## src/vmct_ram.sv

```systemverilog
`timescale 1ns / 1ps
// vmct_ram: simple dual port ram, one write and one registered read per cycle
// no dependencies

module vmct_ram #(
  parameter int unsigned Depth = 256,
  parameter int unsigned Width = 11
) (
  input  logic                     clk_i,
  input  logic                     we_i,
  input  logic [$clog2(Depth)-1:0] waddr_i,
  input  logic [Width-1:0]         wdata_i,
  input  logic [$clog2(Depth)-1:0] raddr_i,
  output logic [Width-1:0]         rdata_o
);

  logic [Width-1:0] mem_q [Depth];

  always_ff @(posedge clk_i) begin
    if (we_i) begin
      mem_q[waddr_i] <= wdata_i;
    end
  end

  always_ff @(posedge clk_i) begin
    rdata_o <= mem_q[raddr_i];
  end

endmodule

```

## config.mk

```make
export PLATFORM = sky130hd
export DESIGN_NAME = vmct_ram
export DESIGN_NICKNAME = d
export VERILOG_FILES = /design/src/vmct_ram.sv
export SDC_FILE = /design/constraint.sdc
export NUM_CORES = 2
export LEC_CHECK = 0
export ABC_CLOCK_PERIOD_IN_PS = 2600
export BUFFER_PORTS_ARGS = -buffer_cell sky130_fd_sc_hd__buf_2
export CAP_MARGIN = 20
export CELL_PAD_IN_SITES_DETAIL_PLACEMENT = 0
export CELL_PAD_IN_SITES_GLOBAL_PLACEMENT = 1
export CORE_MARGIN = 3
export CORE_UTILIZATION = 25
export DETAILED_ROUTE_END_ITERATION = 6
export PLACE_DENSITY_LB_ADDON = 0.1
export SLEW_MARGIN = 20
export SYNTH_ARGS = -nofsm -noshare
export SYNTH_HDL_FRONTEND = slang
export SYNTH_SLANG_ARGS = --single-unit
```

## constraint.sdc

```tcl
create_clock -name clk_i -period 2.6 [get_ports clk_i]
set_input_delay 0.39 -clock clk_i [delete_from_list [all_inputs] [get_ports clk_i]]
set_output_delay 0.39 -clock clk_i [all_outputs]
set_load 0.01 [all_outputs]
```

==> flow_metrics.py <==
metrics = {
    "grt": {
        "overflow": 0,
        "track_usage": 0.165,
        "grt_start_max_net_pins": 77,
        "grt_antenna_before_repair": 40,
        "grt_pass1_vias": 58510,
        "grt_first_pass_wirelength_um": 507000,
    },
    "power": {
        "power_mw": 103,
        "sequentialPowerShare": 0.490,
        "p_leak_nw": 44.0,
        "power_density_nw_per_um2": 751,
        "clock_power_share": 0.450,
        "max-vdd-ir-drop_mv": 0.487,
        "pwr-share-comb": 0.060,
        "p_switching_mw": 23.0,
        "sw_frac_of_total": 0.223,
        "intPower_mw": 79.9,
    },
    "routing": {
        "drt_iter0_markers": 4901,
        "via_per_inst": 4.58,
        "antenna_left": 0,
        "drc_errors": 0,
        "vias": 55652,
        "dr.pass1.iters": 5,
        "wl_per_cell_um": 30.5,
        "routed_wl_um": 370000,
    },
    "sta": {
        "layout_min_cycle_time_ns": 2.59,
        "fin_worst_hold_slack_ns": 0.0675,
        "final_max_slew_viol_count": 0,
        "timing.fmax_ghz": 0.386,
        "setup_violations": 0,
        "rsz0062_at_grt": "yes",
        "tightest_slew_ns": 1.09,
        "relSlewSlack": 0.267,
        "hold_violations": 0,
        "fin_skew_ns": 0.0516,
        "post-route-period-util": 0.996,
        "tns_ns": 0,
        "setup_ws_ns": 0.0104,
    },
    "yosys": {
        "yosys.area_share.simple": 0.0213,
        "muxShareOfSynthArea": 0.148,
        "synth.distinct_cells": 58,
        "synthTopCellsByCount": "2816 x edfxtp_1, 614 x mux4_2, 291 x nor2_1",
        "yosys.area.top_type": "edfxtp_1",
        "syn_area_um2": 109000,
        "synth_top_cell_area_share": 0.778,
        "yosys_warnings": 0,
        "synth.most_common_cell": "edfxtp_1",
        "async_flop_share": 0,
        "synth.area.top_cells": "edfxtp_1 78%, mux4_2 13%, mux2i_1 2.1%, nor2_1 1.0%, a22oi_1 0.86%",
        "synth_compound_area_frac": 0.0338,
        "synthXorXnorAreaFrac": 0,
        "synth_cells": 4999,
        "syn_avg_cell_area_um2": 21.7,
        "ys.flop_type": "edfxtp_1",
        "synth-edff-count": 2816,
        "seq_area_frac_synth": 0.780,
        "ys_ff_latch": 2827,
        "synth_top_family_by_area": "multiplexers",
        "yosys.area_share.adder": 0,
        "synth_nets": 5028,
    },
    "floorplanning": {
        "die-area_um2": 443000,
        "io_pins": 40,
        "start_util": 0.252,
        "rows": 241,
        "die_w_um": 665,
        "coreArea_um2": 432000,
        "die_h_um": 665,
    },
    "setup_path": {
        "worstSetupPathType": "reg2reg",
        "reg2reg_slack_ns": 0.01,
        "crit_path_frequent_cell": "buf_4",
        "startpoint_type": "flip-flop",
        "arrival_ns": 3.39,
        "slowest_delay_ns": 0.55,
        "rr_endpoint": "rdata_o[1]",
        "crit_path_end_kind": "flip-flop",
        "critPathRequiredTime_ns": 3.40,
        "slowest_stage": "a2111oi_4",
        "reg2regPathDepth": 8,
        "worstPathCellList": "mux4_2, a22o_1, a2111oi_2, buf_4, a21oi_4, a2111oi_4, buf_4, nor4_2",
        "path_max_fanout": 1,
        "r2r-start": "mem_q[187][1]",
    },
    "clocking": {
        "cts_max_level": 5,
        "clock-sinks": 2827,
        "numCtsBuffers": 339,
        "clk_pin_slew_ns": 0.06,
        "cts_root_buffer": "clkbuf_16",
        "clk_path_buf_depth": 4,
        "clkLatencyLatePin_ns": 0.94,
        "cts_tree": "built",
    },
    "layout": {
        "area_delta_synth_final_pct": 26.0,
        "drive_above_1_share": 0.351,
        "fin_cells": 12154,
        "multi_input_area_um2": 22400,
        "final_nets": 6191,
        "n_fill_cell": 41364,
        "layout.area.seq_um2": 84800,
    },
    "worst_hold_path": {
        "hold_path_depth": 1,
        "min_from": "wdata_i[5]",
        "whs_endpoint": "mem_q[227][5]",
        "holdCritPathClass": "in2reg",
    },
    "place": {
        "place_congestion": 0.766,
        "io_buffer_count": 39,
        "placed_cells": 11521,
        "hpwl_um": 248000,
        "dp_slack_ns": -1.32,
    },
    "run": {
        "maxCapViolCount": 0,
    },
    "status": {
        "status": "finished clean",
    },
}
worst max-delay path, delay by kind of cell, from the launching register on:
family	cells	cell delay [ns]
AO/OA/AOI/OAI	4	1.08
multiplexers	1	0.52
buffers and inverters	2	0.47
flip-flops	1	0.37
AND/OR/NAND/NOR	1	0.03
power groups by stage:
stage / sequential (mW) / clock (mW) / combinational, mW
2_1_floorplan: 51.3 / 0 / 2.39
3_3_place_gp: 51.4 / 0 / 6.31
3_5_place_dp: 51.4 / 0 / 6.33
4_1_cts: 50.4 / 47.8 / 6.38
5_1_grt: 50.4 / 49.6 / 6.59
6_report: 50.4 / 46.3 / 6.19
flip-flops by register name, indices dropped and copies added (netlist names):
signal	count
mem_q	2816
rdata_o	11
stage by stage:
| stage | cell area, µm² | util |
|---|---|---|
| 4_1_cts | 137000 | 0.317 |
| 5_1_grt | 137000 | 0.317 |
| 2_1_floorplan | 109000 | - |
| 6_report | 137000 | 0.317 |
| 3_3_place_gp | 126000 | 0.291 |
| 3_5_place_dp | 126000 | 0.291 |
cell usage in the layout (no fill, tap or decap), drive strengths merged, types with 15 or more instances in the layout:
cell type     n
a221oi       31
a211oi       22
nand2        52
nand3        40
mux4        614
nor2        291
a22oi       125
clkinvlp     15
clkinv      128
nor3         39
mux2i       229
o22ai        84
a22o         36
inv          15
nor2b        17
edfxtp     2816
nor4         20
a21oi        76
buf        1115
bufinv       27
o221ai       47
o21ai        19
clkbuf      429
metal layers:
| metal | track usage | wire [µm] | up-vias |
|---|---|---|---|
| met5 | 0 | 0 | - |
| met4 | 0.0424 | 9630 | 0 |
| met3 | 0.0275 | 17600 | 459 |
| met2 | 0.272 | 178000 | 1239 |
| met1 | 0.226 | 165000 | 30340 |
| li1 | - | - | 23614 |
cells by family after synthesis:
kind of cell,count (synthesis)
compound gates,503
buf+inv,308
mux,845
flops,2827
simple gates,516
how the worst max path moves through the flow:
stage,start,slack (ns),endpoint
after floorplan,raddr_i[0],0.13,rdata_o[4]
after global placement,raddr_i[1],-1.63,rdata_o[7]
after detailed placement,raddr_i[0],-1.32,rdata_o[1]
after CTS,mem_q[187][1],-0.04,rdata_o[1]
after global routing,mem_q[187][1],-0.08,rdata_o[1]
final,mem_q[187][1],0.01,rdata_o[1]
layout make-up:
cell class              count  share of cell area
inverters                   5            0.000137
flip-flops and latches   2827               0.619
clock buffers             429              0.0658
multi-input cells        1864               0.164
repair buffers           1125              0.0861
well taps                5710              0.0522
clock inverters           180              0.0126
diodes                     14            0.000256
what timing repair did:
action                                  in CTS  in global routing
buffers inserted                             0                  0
endpoints found under the setup margin       8                 10
hold endpoints to repair                   352                  0
pin swaps                                    8                  4
gates resized for setup                     16                 11
hold buffers                                10                  0
No activity file was read; power rests on OpenSTA's default activity.
